File: config.mk
export PLATFORM = sky130hd
export DESIGN_NAME = timestamp_unique_id_generator_core
export DESIGN_NICKNAME = d
export VERILOG_FILES = /design/src/hw/rtl/tsuid_pkg.sv /design/src/hw/rtl/tsuid_cfg.sv /design/src/hw/rtl/tsuid_gen.sv /design/src/hw/rtl/timestamp_unique_id_generator_core.sv
export SDC_FILE = /design/constraint.sdc
export NUM_CORES = 1
export LEC_CHECK = 0
export ABC_CLOCK_PERIOD_IN_PS = 6400
export BUFFER_PORTS_ARGS = -buffer_cell sky130_fd_sc_hd__buf_2
export CAP_MARGIN = 20
export CORE_AREA = 2 2 187 326
export DETAILED_ROUTE_END_ITERATION = 12
export DIE_AREA = 0 0 189 328
export PLACE_DENSITY = 0.46
export SKIP_CTS_REPAIR_TIMING = 1
export SYNTH_ARGS = -nofsm -noshare
export SYNTH_HDL_FRONTEND = slang
export SYNTH_SLANG_ARGS = --single-unit
File: constraint.sdc
create_clock -name clock -period 6.4 [get_ports clock]
set_input_delay 0.32 -clock clock [delete_from_list [all_inputs] [get_ports clock]]
set_output_delay 0.32 -clock clock [all_outputs]
set_load 0.01 [all_outputs]
File: src/hw/rtl/tsuid_pkg.sv
// shared types and constants for the timestamp unique id generator
// no dependencies; used by every module of the block
package tsuid_pkg;

   // fixed field widths
   localparam int TIME_WIDTH       = 42;
   localparam int ID_WIDTH         = 63;
   localparam int STATUS_WIDTH     = 2;
   localparam int TOL_WIDTH        = 10;
   localparam int CSR_DATA_WIDTH   = 42;
   localparam int CSR_INDEX_WIDTH  = 2;

   // parameter defaults
   localparam int SEQUENCE_WIDTH_DEFAULT   = 12;
   localparam int NODE_FIELD_WIDTH_DEFAULT = 5;

   // register reset values
   localparam logic [TIME_WIDTH-1:0] EPOCH_RESET     = 42'd1696118400000;
   localparam logic [TOL_WIDTH-1:0]  TOLERANCE_RESET = 10'd10;

   // register indexes
   localparam logic [CSR_INDEX_WIDTH-1:0] CSR_WORKER     = 2'd0;
   localparam logic [CSR_INDEX_WIDTH-1:0] CSR_DATACENTER = 2'd1;
   localparam logic [CSR_INDEX_WIDTH-1:0] CSR_EPOCH      = 2'd2;
   localparam logic [CSR_INDEX_WIDTH-1:0] CSR_TOLERANCE  = 2'd3;

   // request operation codes
   localparam logic OP_UPDATE  = 1'b0;
   localparam logic OP_REQUEST = 1'b1;

   // result status codes
   typedef enum logic [STATUS_WIDTH-1:0] {
      ST_OK      = 2'd0,
      ST_BACK    = 2'd1,
      ST_EXHAUST = 2'd2,
      ST_BUSY    = 2'd3
   } status_type;

   // outcome of one request in the generator
   typedef struct packed {
      logic       emit;
      status_type status;
   } gen_result_type;

endpackage

File: src/hw/rtl/tsuid_cfg.sv
// configuration registers of the id generator
// depends on tsuid_pkg
module tsuid_cfg #(
   parameter int NODE_FIELD_WIDTH = tsuid_pkg::NODE_FIELD_WIDTH_DEFAULT
) (
   input  logic                                      clock,
   input  logic                                      reset,
   input  logic                                      csr_write_enable,
   input  logic [tsuid_pkg::CSR_INDEX_WIDTH-1:0]     csr_index,
   input  logic [tsuid_pkg::CSR_DATA_WIDTH-1:0]      csr_write_data,
   output logic [NODE_FIELD_WIDTH-1:0]               worker_number,
   output logic [NODE_FIELD_WIDTH-1:0]               datacenter_number,
   output logic [tsuid_pkg::TIME_WIDTH-1:0]          epoch_ms,
   output logic [tsuid_pkg::TOL_WIDTH-1:0]           backward_tolerance_ms
);

   logic [NODE_FIELD_WIDTH-1:0]      worker_ff;
   logic [NODE_FIELD_WIDTH-1:0]      datacenter_ff;
   logic [tsuid_pkg::TIME_WIDTH-1:0] epoch_ff;
   logic [tsuid_pkg::TOL_WIDTH-1:0]  tolerance_ff;

   // register writes, values masked to field width
   always_ff @(posedge clock) begin
      if (reset) begin
         worker_ff     <= '0;
         datacenter_ff <= '0;
         epoch_ff      <= tsuid_pkg::EPOCH_RESET;
         tolerance_ff  <= tsuid_pkg::TOLERANCE_RESET;
      end else if (csr_write_enable) begin
         case (csr_index)
            tsuid_pkg::CSR_WORKER: begin
               worker_ff <= csr_write_data[NODE_FIELD_WIDTH-1:0];
            end
            tsuid_pkg::CSR_DATACENTER: begin
               datacenter_ff <= csr_write_data[NODE_FIELD_WIDTH-1:0];
            end
            tsuid_pkg::CSR_EPOCH: begin
               epoch_ff <= csr_write_data[tsuid_pkg::TIME_WIDTH-1:0];
            end
            tsuid_pkg::CSR_TOLERANCE: begin
               tolerance_ff <= csr_write_data[tsuid_pkg::TOL_WIDTH-1:0];
            end
            default: begin
            end
         endcase
      end
   end

   assign worker_number         = worker_ff;
   assign datacenter_number     = datacenter_ff;
   assign epoch_ms              = epoch_ff;
   assign backward_tolerance_ms = tolerance_ff;

endmodule

File: src/hw/rtl/tsuid_gen.sv
// sequence state and per-request decision logic of the id generator
// depends on tsuid_pkg
module tsuid_gen #(
   parameter int SEQUENCE_WIDTH   = tsuid_pkg::SEQUENCE_WIDTH_DEFAULT,
   parameter int NODE_FIELD_WIDTH = tsuid_pkg::NODE_FIELD_WIDTH_DEFAULT
) (
   input  logic                                 clock,
   input  logic                                 reset,
   input  logic                                 advance,
   input  logic                                 operation,
   input  logic [tsuid_pkg::TIME_WIDTH-1:0]     now_ms,
   input  logic [NODE_FIELD_WIDTH-1:0]          worker_number,
   input  logic [NODE_FIELD_WIDTH-1:0]          datacenter_number,
   input  logic [tsuid_pkg::TIME_WIDTH-1:0]     epoch_ms,
   input  logic [tsuid_pkg::TOL_WIDTH-1:0]      backward_tolerance_ms,
   output tsuid_pkg::gen_result_type            result,
   output logic [tsuid_pkg::ID_WIDTH-1:0]       id_value
);

   localparam int DC_POS   = SEQUENCE_WIDTH + NODE_FIELD_WIDTH;
   localparam int TIME_POS = SEQUENCE_WIDTH + 2 * NODE_FIELD_WIDTH;
   localparam int TW       = tsuid_pkg::TIME_WIDTH;
   localparam int IW       = tsuid_pkg::ID_WIDTH;

   logic [TW-1:0]             last_ms_ff, last_ms_in;
   logic                      have_last_ff, have_last_in;
   logic [SEQUENCE_WIDTH-1:0] seq_ff, seq_in;
   logic [SEQUENCE_WIDTH:0]   back_count_ff, back_count_in;
   logic                      waiting_ff, waiting_in;

   logic [TW-1:0]             rel_ms;
   logic [TW-1:0]             back_diff;
   logic [SEQUENCE_WIDTH-1:0] seq_next;
   logic [SEQUENCE_WIDTH-1:0] id_seq;
   logic                      is_request;
   logic                      step_back;
   logic                      same_ms;

   // shared arithmetic
   assign is_request = (operation == tsuid_pkg::OP_REQUEST);
   assign rel_ms     = now_ms - epoch_ms;
   assign back_diff  = last_ms_ff - now_ms;
   assign seq_next   = seq_ff + 1'b1;
   assign step_back  = have_last_ff && (now_ms < last_ms_ff);
   assign same_ms    = have_last_ff && (now_ms == last_ms_ff);

   // decision and next state
   always_comb begin
      last_ms_in     = last_ms_ff;
      have_last_in   = have_last_ff;
      seq_in         = seq_ff;
      back_count_in  = back_count_ff;
      waiting_in     = waiting_ff;
      result.emit    = 1'b0;
      result.status  = tsuid_pkg::ST_OK;
      id_seq         = '0;
      if (waiting_ff) begin
         if (is_request) begin
            result.emit   = 1'b1;
            result.status = tsuid_pkg::ST_BUSY;
         end else if (now_ms > last_ms_ff) begin
            // held id released by a later time
            result.emit = 1'b1;
            last_ms_in  = now_ms;
            seq_in      = '0;
            waiting_in  = 1'b0;
         end
      end else if (is_request) begin
         if (step_back) begin
            if (back_diff > TW'(backward_tolerance_ms)) begin
               result.emit   = 1'b1;
               result.status = tsuid_pkg::ST_BACK;
            end else begin
               // compensation count saturates at all ones
               if (back_count_ff != '1) begin
                  back_count_in = back_count_ff + 1'b1;
               end
               result.emit = 1'b1;
               if (back_count_ff[SEQUENCE_WIDTH]) begin
                  result.status = tsuid_pkg::ST_EXHAUST;
               end else begin
                  last_ms_in   = now_ms;
                  have_last_in = 1'b1;
                  seq_in       = '0;
               end
            end
         end else if (same_ms) begin
            seq_in = seq_next;
            if (seq_next == '0) begin
               waiting_in = 1'b1;
            end else begin
               result.emit = 1'b1;
               id_seq      = seq_next;
            end
         end else begin
            // new millisecond
            result.emit  = 1'b1;
            last_ms_in   = now_ms;
            have_last_in = 1'b1;
            seq_in       = '0;
         end
      end
   end

   // id packing, zero unless status is ok
   always_comb begin
      if (result.status == tsuid_pkg::ST_OK) begin
         id_value = (IW'(rel_ms) << TIME_POS)
                  | (IW'(datacenter_number) << DC_POS)
                  | (IW'(worker_number) << SEQUENCE_WIDTH)
                  | IW'(id_seq);
      end else begin
         id_value = '0;
      end
   end

   // state registers, updated as the request leaves the input register
   always_ff @(posedge clock) begin
      if (reset) begin
         last_ms_ff    <= '0;
         have_last_ff  <= 1'b0;
         seq_ff        <= '0;
         back_count_ff <= '0;
         waiting_ff    <= 1'b0;
      end else if (advance) begin
         last_ms_ff    <= last_ms_in;
         have_last_ff  <= have_last_in;
         seq_ff        <= seq_in;
         back_count_ff <= back_count_in;
         waiting_ff    <= waiting_in;
      end
   end

endmodule

File: src/hw/rtl/timestamp_unique_id_generator_core.sv
// top level of the timestamp unique id generator
// depends on tsuid_pkg, tsuid_cfg and tsuid_gen
//
// Generates 63-bit time-ordered ids: (time - epoch), datacenter, worker and a
// per-millisecond sequence. A request is taken into an input register, decided
// combinationally against the sequence state, and its result (if any) is
// written to an output register as the request leaves the input register;
// the receiver takes it from the output register. One request
// is accepted every cycle; the only throttle is a stalled output register
// holding a result while the input register is also full. Requests with
// operation update produce no result unless they release an id held after a
// sequence wrap. Configuration writes are meant for idle periods.
module timestamp_unique_id_generator_core #(
   parameter int SEQUENCE_WIDTH   = tsuid_pkg::SEQUENCE_WIDTH_DEFAULT,
   parameter int NODE_FIELD_WIDTH = tsuid_pkg::NODE_FIELD_WIDTH_DEFAULT
) (
   input  logic                                  clock,
   input  logic                                  reset,
   input  logic                                  req_valid,
   output logic                                  req_stall,
   input  logic                                  req_operation,
   input  logic [tsuid_pkg::TIME_WIDTH-1:0]      req_now_ms,
   output logic                                  rsp_valid,
   input  logic                                  rsp_stall,
   output logic [tsuid_pkg::ID_WIDTH-1:0]        rsp_id_value,
   output logic [tsuid_pkg::STATUS_WIDTH-1:0]    rsp_status,
   input  logic                                  csr_write_enable,
   input  logic [tsuid_pkg::CSR_INDEX_WIDTH-1:0] csr_index,
   input  logic [tsuid_pkg::CSR_DATA_WIDTH-1:0]  csr_write_data
);

   logic                                in_valid_ff, in_valid_in;
   logic                                in_op_ff;
   logic [tsuid_pkg::TIME_WIDTH-1:0]    in_now_ff;
   logic                                rsp_valid_ff, rsp_valid_in;
   logic [tsuid_pkg::ID_WIDTH-1:0]      rsp_id_ff;
   tsuid_pkg::status_type               rsp_status_ff;

   logic                                accept;
   logic                                out_free;
   logic                                advance;
   tsuid_pkg::gen_result_type           gen_result;
   logic [tsuid_pkg::ID_WIDTH-1:0]      gen_id;

   logic [NODE_FIELD_WIDTH-1:0]         worker_number;
   logic [NODE_FIELD_WIDTH-1:0]         datacenter_number;
   logic [tsuid_pkg::TIME_WIDTH-1:0]    epoch_ms;
   logic [tsuid_pkg::TOL_WIDTH-1:0]     backward_tolerance_ms;

   // configuration registers
   tsuid_cfg #(
      .NODE_FIELD_WIDTH (NODE_FIELD_WIDTH)
   ) u_cfg (
      .clock                 (clock),
      .reset                 (reset),
      .csr_write_enable      (csr_write_enable),
      .csr_index             (csr_index),
      .csr_write_data        (csr_write_data),
      .worker_number         (worker_number),
      .datacenter_number     (datacenter_number),
      .epoch_ms              (epoch_ms),
      .backward_tolerance_ms (backward_tolerance_ms)
   );

   // handshake control
   assign out_free  = !rsp_valid_ff || !rsp_stall;
   assign advance   = in_valid_ff && out_free;
   assign req_stall = in_valid_ff && !out_free;
   assign accept    = req_valid && !req_stall;

   assign in_valid_in  = accept ? 1'b1 : (advance ? 1'b0 : in_valid_ff);
   assign rsp_valid_in = advance ? gen_result.emit : (rsp_valid_ff && rsp_stall);

   // decision logic and sequence state
   tsuid_gen #(
      .SEQUENCE_WIDTH   (SEQUENCE_WIDTH),
      .NODE_FIELD_WIDTH (NODE_FIELD_WIDTH)
   ) u_gen (
      .clock                 (clock),
      .reset                 (reset),
      .advance               (advance),
      .operation             (in_op_ff),
      .now_ms                (in_now_ff),
      .worker_number         (worker_number),
      .datacenter_number     (datacenter_number),
      .epoch_ms              (epoch_ms),
      .backward_tolerance_ms (backward_tolerance_ms),
      .result                (gen_result),
      .id_value              (gen_id)
   );

   // valid flags
   always_ff @(posedge clock) begin
      if (reset) begin
         in_valid_ff  <= 1'b0;
         rsp_valid_ff <= 1'b0;
      end else begin
         in_valid_ff  <= in_valid_in;
         rsp_valid_ff <= rsp_valid_in;
      end
   end

   // input register payload
   always_ff @(posedge clock) begin
      if (accept) begin
         in_op_ff  <= req_operation;
         in_now_ff <= req_now_ms;
      end
   end

   // result register payload
   always_ff @(posedge clock) begin
      if (advance) begin
         rsp_id_ff     <= gen_id;
         rsp_status_ff <= gen_result.status;
      end
   end

   assign rsp_valid    = rsp_valid_ff;
   assign rsp_id_value = rsp_id_ff;
   assign rsp_status   = rsp_status_ff;

endmodule

## Yosys cells after proc, flatten, opt, wreduce, memory -nomap -nowiden

Index checks and enable logic that the tools add are counted.

| cells by class | value |
|---|---|
| $add $sub $neg | 4 |
| magnitude comparators | 3 |
| equal/unequal tests | 12 |
| muxes and demuxes | 46 |
| bitwise logic cells | 5 |
| reductions and logical operators | 25 |

Operators with widths:

| cell | count |
|---|---|
| 2-to-1 mux 42 bit | 8 |
| 2-to-1 mux 12 bit | 13 |
| bitwise OR 63 x 12 -> 63 bit | 1 |
| bitwise OR 63 x 17 -> 63 bit | 1 |
| bitwise OR 63 x 22 -> 63 bit | 1 |
| == test 42 bit | 1 |
| greater-than comparator 42 x 10 -> 1 bit | 1 |
| greater-than comparator 42 bit | 1 |
| < comparator 42 bit | 1 |
| subtractor 42 bit | 1 |
| subtractor 41 bit | 1 |
| 2-to-1 mux 1 bit | 19 |
| AND reduction 6 bit | 3 |
| adder 13 x 1 -> 13 bit, second input constant | 1 |
| inequality test 13 bit, second input constant | 1 |
| adder 12 x 1 -> 12 bit, second input constant | 1 |
| zero test 12 bit | 1 |
| 2-to-1 mux 2 bit | 4 |
| AND reduction 2 bit | 4 |
| AND reduction 7 bit | 1 |
| logical AND 1 bit | 6 |
| 2-to-1 mux 3 bit | 2 |
| inequality test 2 bit, second input constant | 3 |
| nonzero test 2 bit | 3 |
| 10 further kinds | 16 |

| storage, ports and cells | value |
|---|---|
| flip-flop bits (word level) | 240 |
| bits of input ports | 92 |
| output and inout port bits | 67 |
| logic and storage cells | 110 |

## Longest topological paths before layout

Gate-level depths: netlist of run 1.

| depth | value |
|---|---|
| depth after elaboration | 8 |
| depth in mapped cells | 23 |
| gate-level depth less buffers | 21 |

## Modules after synthesis

A second synthesis of run 1 with hierarchy kept.

| unflattened totals | value |
|---|---|
| cell total of the unflattened synthesis | 1744 |
| area, all modules | 15579.9 um^2 |

Modules (own cells, without submodules):

| module | instances | cells an instance | area each (um^2) | seq. area each (um^2) |
|---|---|---|---|---|
| tsuid_gen | 1 | 1374 | 9665.5 | 1381.3 |
| timestamp_unique_id_generator_core | 1 | 118 | 3331.9 | 3283.1 |
| tsuid_cfg | 1 | 252 | 2582.5 | 1241.2 |

## Worst setup path before layout of run 1

No wires, ideal clock.

| timing path | value |
|---|---|
| path kind | register -> register |
| start | register in_now_ff[1] (netlist bit) |
| end | register rsp_id_ff (netlist bit rsp_id_value[27]) (data pin) |
| setup time | 0.167 ns |
| arrival time | 4.585 ns |
| required time | 6.233 ns |
| setup slack | 1.648 ns |
| cell stages (with the launch flop) | 24 |
| path buffers | 2 |
| period minus slack after synthesis | 4.752 ns |
| cells stage by stage | edfxtp_1 inv_1 ha_1 nor2b_1 o2111ai_2 a21oi_1 o21bai_1 nand2_1 xor2_1 ha_1 a211oi_1 o211ai_1 o311ai_0 a21o_1 o2111ai_1 nor4_1 nand3_1 or4_4 nor4_4 nor3_1 o21a_1 clkbuf_1 buf_1 a211oi_1 |

| between the ends | value |
|---|---|
| longest elaborated chain between the ends | 7 |
| elaborated cells between the ends (all ways) | 13 |
| those cells by class | add/sub (2); order compare (2); mux (4); bitwise (3); reduce/logical (2) |

Ends and longest elaborated chain:

| element | line | text |
|---|---|---|
| start, declared | timestamp_unique_id_generator_core.sv:34 | `logic [tsuid_pkg::TIME_WIDTH-1:0] in_now_ff;` |
| start signal, assigned | timestamp_unique_id_generator_core.sv:107 | `in_now_ff <= req_now_ms;` |
| subtractor 42 bit | tsuid_gen.sv:42 | `assign back_diff = last_ms_ff - now_ms;` |
| greater-than comparator 42 x 10 -> 1 bit | tsuid_gen.sv:70 | `if (back_diff > TW'(backward_tolerance_ms)) begin` |
| 2-to-1 mux 2 bit | tsuid_gen.sv:70 |  |
| 2-to-1 mux 2 bit | tsuid_gen.sv:69 | `if (step_back) begin` |
| 2-to-1 mux 3 bit | tsuid_gen.sv:68 | `end else if (is_request) begin` |
| 2-to-1 mux 3 bit | tsuid_gen.sv:57 | `if (waiting_ff) begin` |
| zero test 2 bit | tsuid_gen.sv:107 | `if (result.status == tsuid_pkg::ST_OK) begin` |
| end signal, assigned | timestamp_unique_id_generator_core.sv:114 | `rsp_id_ff <= gen_id;` |
| end, declared | timestamp_unique_id_generator_core.sv:36 | `logic [tsuid_pkg::ID_WIDTH-1:0] rsp_id_ff;` |

Several ways; a longest one is shown, not always the timed one.
A chain may end at the register's enable or synchronous reset.

## Final worst setup path of run 1

| timing path | value |
|---|---|
| start | register in_now_ff[3] (netlist bit) |
| end | register u_gen.seq_ff[4] |

| between the ends | value |
|---|---|
| longest elaborated chain between the ends | 6 |
| elaborated cells between the ends (all ways) | 15 |
| those cells by class | add/sub (1); order compare (3); eq/ne (3); mux (4); reduce/logical (4) |

Ends and longest elaborated chain:

| element | line | text |
|---|---|---|
| branches (longest 6 deep; another with subtractor 42 bit) | n/a |  |
| end signal, assigned | tsuid_gen.sv:128 | `seq_ff <= seq_in;` |
| end, declared | tsuid_gen.sv:27 | `logic [SEQUENCE_WIDTH-1:0] seq_ff, seq_in;` |

Several ways; the timed one is not identified. The select of a mux whose other input is x is not followed.

==> results of run 1 <==
[worst max-delay path, stage by stage (launching register included)]
cell,delay [ps]
edfxtp_1,430
inv_1,70
ha_1,390
a21o_1,230
a21oi_2,240
a21oi_1,150
o21bai_1,260
nand2_1,100
xor2_1,220
ha_1,300
a211oi_1,290
o211ai_1,130
o311ai_0,120
a21o_1,210
o2111ai_1,130
nor4_1,360
nand3_1,130
or4_4,460
nor4_4,370
o21ai_2,300
or4_1,560
a21oi_1,160
[cell usage after synthesis, drive strengths merged, types with 5 or more instances]
cell type	n	area, µm²
and2	18	115.1
nor4	10	83.83
buf	22	135.1
o21ai	67	346.6
and3	21	131.4
and4	5	43.79
nor3b	6	45.04
o211ai	14	105.1
inv	126	473.0
or4b	5	53.80
nor2b	26	162.7
o21bai	6	45.04
xor2	24	210.2
clkbuf	50	190.2
nor3	26	141.4
xnor2	28	245.2
a31oi	12	75.07
edfxtp	108	3243
mux2	6	67.56
o21a	24	180.2
nand3b	20	150.1
nand2b	19	118.9
ha	96	1201
a41o	6	60.06
nand3	37	185.2
a21o	26	195.2
nor2	178	668.1
nand4	28	187.7
dfxtp	132	2643
o2111ai	7	67.56
a211oi	14	105.1
or4	12	93.84
a21oi	138	720.7
nand2	186	698.2
a2111oi	5	71.32
or2	7	43.79
or3	9	56.30
mux2i	62	620.6
[how the worst max path moves through the flow]
stage	startpoint	slack [ps]	end
floorplan	in_now_ff[1]	1650	rsp_id_value[27]
detailed placement	in_now_ff[3]	680	u_gen.seq_ff[4]
CTS	in_now_ff[3]	660	u_gen.seq_ff[3]
finish	in_now_ff[3]	680	u_gen.seq_ff[4]
global route	in_now_ff[3]	210	u_gen.seq_ff[3]
global placement	in_now_ff[3]	740	u_gen.seq_ff[6]
[power by group through the flow]
stage               Combinational, mW  Sequential, mW  Clock [mW]
detailed placement              0.705            1.76           0
finish                          0.729            1.73        1.55
global placement                0.699            1.76           0
CTS                             0.710            1.73        1.62
floorplan                       0.472            1.76           0
global route                    0.809            1.74        1.66
[per-layer routing]
| layer | track usage | vias to the layer above |
|---|---|---|
| met2 | 0.2883 | 245 |
| met3 | 0.01752 | 78 |
| met5 | 0 | - |
| met4 | 0.07524 | 0 |
| met1 | 0.1474 | 5860 |
| li1 | - | 6296 |
[metrics by stage]
stage,setup WS [ps],std cells,hold slack (ps),cell area [µm²],power (mW)
detailed placement,678.6,2539,447.4,16250,2.469
CTS,656.6,2584,-109.5,17090,4.064
floorplan,1648,1661,418.9,14700,2.233
finish,684.3,2640,-28.23,17640,4.003
global placement,738.6,2539,447.4,16250,2.462
global route,206.0,2640,1.962,17640,4.203
[registers in the layout (all words and copies together), names as in the netlist]
name and cells:
in_valid_ff 1, rsp_status 2, u_gen.last_ms_ff 42, rsp_valid 1, u_cfg.datacenter_number 5, u_gen.back_count_ff 13, in_op_ff 1, u_cfg.epoch_ms 41
u_gen.waiting_ff 1, u_gen.have_last_ff 1, rsp_id_value 63, u_cfg.worker_number 5, in_now_ff 42, u_cfg.backward_tolerance_ms 10, u_gen.seq_ff 12
[area by class of cell]
type | count | area (µm²) | area share
Inverter | 126 | 473.0 | 0.02681
Clock buffer | 33 | 696.9 | 0.03950
Antenna cell | 1 | 2.502 | 0.0001418
Tap cell | 780 | 975.9 | 0.05532
Sequential cell | 240 | 5886 | 0.3336
Timing Repair Buffer | 225 | 1436 | 0.08141
Multi-Input combinational cell | 1223 | 8033 | 0.4553
Clock inverter | 12 | 140.1 | 0.007943
[kinds of logic (layout without fill, tap and decap cells)]
| group | count (synthesis) | in the layout |
|---|---|---|
| AOI/OAI and AO/OA | 383 | 383 |
| xor gates and xnor gates | 52 | 52 |
| adders and majority gates | 98 | 98 |
| buffers and inverters | 198 | 396 |
| DFF | 240 | 240 |
| muxes | 68 | 68 |
| other | 0 | 1 |
| and+or+nand+nor | 622 | 622 |
==> impl_metrics.ini, run 1 <==
[worst_hold_path]
holdPathEnd = u_cfg.epoch_ms[15]
whs_path_depth = 3
min_path_type = in2reg
hold_start = csr_write_data[15]

[pwr]
power_density_nw_per_um2 = 226.9
clock_power_share = 0.386
intPower_mw = 2.863
netSwitchingPower_mw = 1.140
swShare = 0.2847
seqPwrFrac = 0.432
ir_drop_mv = 0.1594
p_leak_nw = 7.138
p_comb_frac = 0.182

[run_status]
violations = hold timing
outcome = finished, violations left

[floorplan]
core_area_um2 = 59200
std_cell_rows = 118
die_area_um2 = 61990
die_x_um = 189
dieHeight_um = 328
boundaryPins = 159
start_util = 0.2483

[synthesis]
synth-edff-count = 108
async_flop_share = 0
yosysSeqAreaShare = 0.4004
netlist_area_um2 = 14700
ys.flop_type = dfxtp_1
synth_simple_gate_area_frac = 0.2089
synth_nets = 1851
synth-xor-area-share = 0.03098
synth_top_family_by_area = simple AND/OR/NAND/NOR gates
syn_inst = 1661
synthAdderAreaFrac = 0.08444
synth-seq-cells = 240
synth_cell_types = 97
yosysWarnings = 0
muxShareOfSynthArea = 0.04682
syn_avg_cell_area_um2 = 8.850
synth_compound_area_frac = 0.1742

[global_routing]
grt-ovfl-total = 0
grt_pass1_wl_um = 70310
grt_pass1_vias = 12444
antenna_found_initial = 1
track_usage = 0.1461
grt_max_degree = 81

[setup_path]
regToRegEndpoint = u_gen.seq_ff[4]
r2r-start = in_now_ff[3]
critical_path_class = reg2reg
cp_max_fo = 22
cp.arrival_ps = 6190
ff2ff_setup_slack_ps = 680
required_ps = 6870
startpoint_type = flip-flop
r2r_cells = 21
crit_path_end_kind = flip-flop

[sta]
hold_viol = 7
rsz0062_at_grt = false
tns_ps = 0
finalMaxSlewViolations = 0
fin_crit_sh = 0.8931
finalSetupViolCount = 0
whs_ps = -28.23
slew_headroom = 0.3350
max_freq_mhz = 175.0
tightest_slew_ps = 997.5
finClkSkew_ps = 20.21
period_minus_slack_ps = 5716

[detailed_routing]
wl_met1_um = 17310
dr_wl_met2_um = 25710
wl_per_cell_um = 17.68
via_per_inst = 4.727
firstDrtPassIters = 5
num_vias = 12479
ant_nets = 0
drt_drc_violations_left = 0
route.met3.wl_um = 1415
drtIter0Drc = 537
finalWirelength_um = 46670
highest_layer = met4

[place]
gp_congestion = 0.9114
io_buffers = 157
dp_hpwl_um = 35830

[final_layout]
fillers = 6257
area_delta_synth_final_pct = 20.03
fin_nets = 2031
drive_gt1_frac = 0.1356
final_common_cell = nand2_1
final_cell_mix = 186 x nand2_1, 177 x nor2_1, 156 x buf_2, 132 x a21oi_1, 132 x dfxtp_1
fin_util = 0.2980

[cts]
cts_buffers = 25
cts_tree = done
cts.sinks = 240
root_buffer = clkbuf_16
clk_path_buf_depth = 3
clock_latency_ps = 560
htree_levels = 1
clk_pin_slew_ps = 60

[run]
drv_cap = 0
Power figures use the tool's default switching activity.
==> run 2: changes to the inputs <==
- CTS_BUF_LIST: unset -> sky130_fd_sc_hd__clkbuf_8
- TNS_END_PERCENT: unset -> 100
==> impl_metrics.ini, run 2 (synthesis gave the netlist of run 1 again) <==
[run_status]
outcome = finished, violations left
violations = hold timing

[cts]
clock_latency_ps = 580
htree_levels = 2
cts.sinks = 240
clk_pin_slew_ps = 70
clk_path_buf_depth = 3
cts_tree = done
cts_buffers = 41
root_buffer = clkbuf_8

[sta]
rsz0062_at_grt = false
tns_ps = 0
max_freq_mhz = 173.2
finalMaxSlewViolations = 0
hold_viol = 1
whs_ps = -0.3798
period_minus_slack_ps = 5775
finClkSkew_ps = 25.99
slew_headroom = 0.3330
fin_crit_sh = 0.9023
tightest_slew_ps = 1001
finalSetupViolCount = 0

[final_layout]
stdcell_count = 2684
fillers = 6287
fin_nets = 2062
largest_reg_flops = 63
final_cell_mix = 186 x nand2_1, 177 x nor2_1, 156 x buf_2, 143 x inv_1
final_common_cell = nand2_1
area_delta_synth_final_pct = 20.74
design_area_um2 = 17750
drive_gt1_frac = 0.1404

[setup_path]
r2r_cells = 21
required_ps = 6910
cp.arrival_ps = 6280
critical_path_class = reg2reg
crit_path_end_kind = flip-flop
startpoint_type = flip-flop
max_stage_delay_ps = 570
ff2ff_setup_slack_ps = 620
cp_max_fo = 22
regToRegEndpoint = u_gen.seq_ff[4]
critPathSlowestCell = or4_1
r2r-start = in_now_ff[3]
path_cells = inv_1, ha_1, a21o_1, a21oi_2, a21oi_1, o21bai_1, nand2_1, xor2_1, ha_1, a211oi_1, o21ai_0, nor2_1, a21o_1, o2111ai_1, nor4_1, nand3_1, or4_4, nor4_4, o21ai_2, or4_1, a21oi_1

[place]
io_buffers = 157
dp_hpwl_um = 35830
placed_cell_area_um2 = 16250
placed_cells = 2539
gp_congestion = 0.9114

[pwr]
p_leak_nw = 7.253
power_density_nw_per_um2 = 217.5
totalPowerFinal_mw = 3.861
ir_drop_mv = 0.1333

[global_routing]
grt_use_met3 = 0.02115
antenna_found_initial = 2
grt-ovfl-total = 0
track_usage = 0.1474
met2_usage = 0.2898
grt-busiest-layer = met2
grtUsageMet1 = 0.1473
grt_max_degree = 81
grt_pass1_wl_um = 70830
grt_pass1_vias = 12600

[floorplan]
core_area_um2 = 59200
start_util = 0.2483
die_x_um = 189
std_cell_rows = 118
dieHeight_um = 328
die_area_um2 = 61990
boundaryPins = 159

[detailed_routing]
wl_per_cell_um = 17.56
drtIter0Drc = 544
drt_drc_violations_left = 0
num_vias = 12687
via_per_inst = 4.727
firstDrtPassIters = 5
finalWirelength_um = 47130
ant_nets = 0

[worst_hold_path]
whs_path_depth = 3
hold_start = csr_write_data[21]
min_path_type = in2reg
holdPathEnd = u_cfg.epoch_ms[21]

[run]
drv_cap = 0
-- run 2: changes by cell type in the layout (fill, tap and decap cells not counted), moves of 5 or more --
cell           previous run  this run
inv_1                   126       143
clkbuf_8                  2        45
clkbuf_1                  5         0
clkbuf_16                26         0
dlygate4sd3_1            55        70
-- run 2: metrics by stage --
step / util / worst slack, ps
after global placement: 0.2745 / 738.6
final: 0.2998 / 625.0
after global routing: 0.2998 / 216.7
after floorplan: - / 1648
after detailed placement: 0.2745 / 678.6
after CTS: 0.2879 / 675.7
-- run 2: power by group --
part / switching [mW] / internal (mW) / leakage (nW) / total, mW
combinational: 0.441 / 0.295 / 4.67 / 0.736
sequential: 0.0413 / 1.69 / 2.12 / 1.73
clock: 0.669 / 0.727 / 0.463 / 1.40
-- run 2: worst max path at each step --
stage | slack [ps] | end | depth (start not counted) | start
3_5_place_dp | 680 | u_gen.seq_ff[4] | 21 | in_now_ff[3]
6_report | 620 | u_gen.seq_ff[4] | 21 | in_now_ff[3]
5_1_grt | 220 | u_gen.seq_ff[4] | 21 | in_now_ff[3]
4_1_cts | 680 | u_gen.seq_ff[4] | 21 | in_now_ff[3]
3_3_place_gp | 740 | u_gen.seq_ff[6] | 21 | in_now_ff[3]
2_1_floorplan | 1650 | rsp_id_value[27] | 23 | in_now_ff[1]
-- run 2: cell type report --
cell class,count,area (µm²),share of cell area
clock buffers,45,619.3,0.03490
flip-flops and latches,240,5886,0.3316
clock inverters,28,170.2,0.009588
multi-input cells,1223,8033,0.4526
well taps,780,975.9,0.05499
repair buffers,240,1587,0.08939
diodes,2,5.005,0.0002820
inverters,126,473.0,0.02665
-- run 2: worst max-delay path, delay by kind of cell, from the launching register on --
family / cells / cell delay, ps
adders and majority gates: 2 / 700
and+or+nand+nor: 7 / 2120
DFF: 1 / 430
xor gates and xnor gates: 1 / 250
buffers and inverters: 1 / 70
AOI/OAI and AO/OA: 10 / 2100
-- run 2: routing by layer --
metal / part of all wire / up-vias / routed length, µm
met5: 0 / - / 0
met1: 0.37 / 5976 / 17350
met4: 0.047 / 0 / 2197
met2: 0.55 / 256 / 25990
met3: 0.034 / 88 / 1594
li1: - / 6367 / -
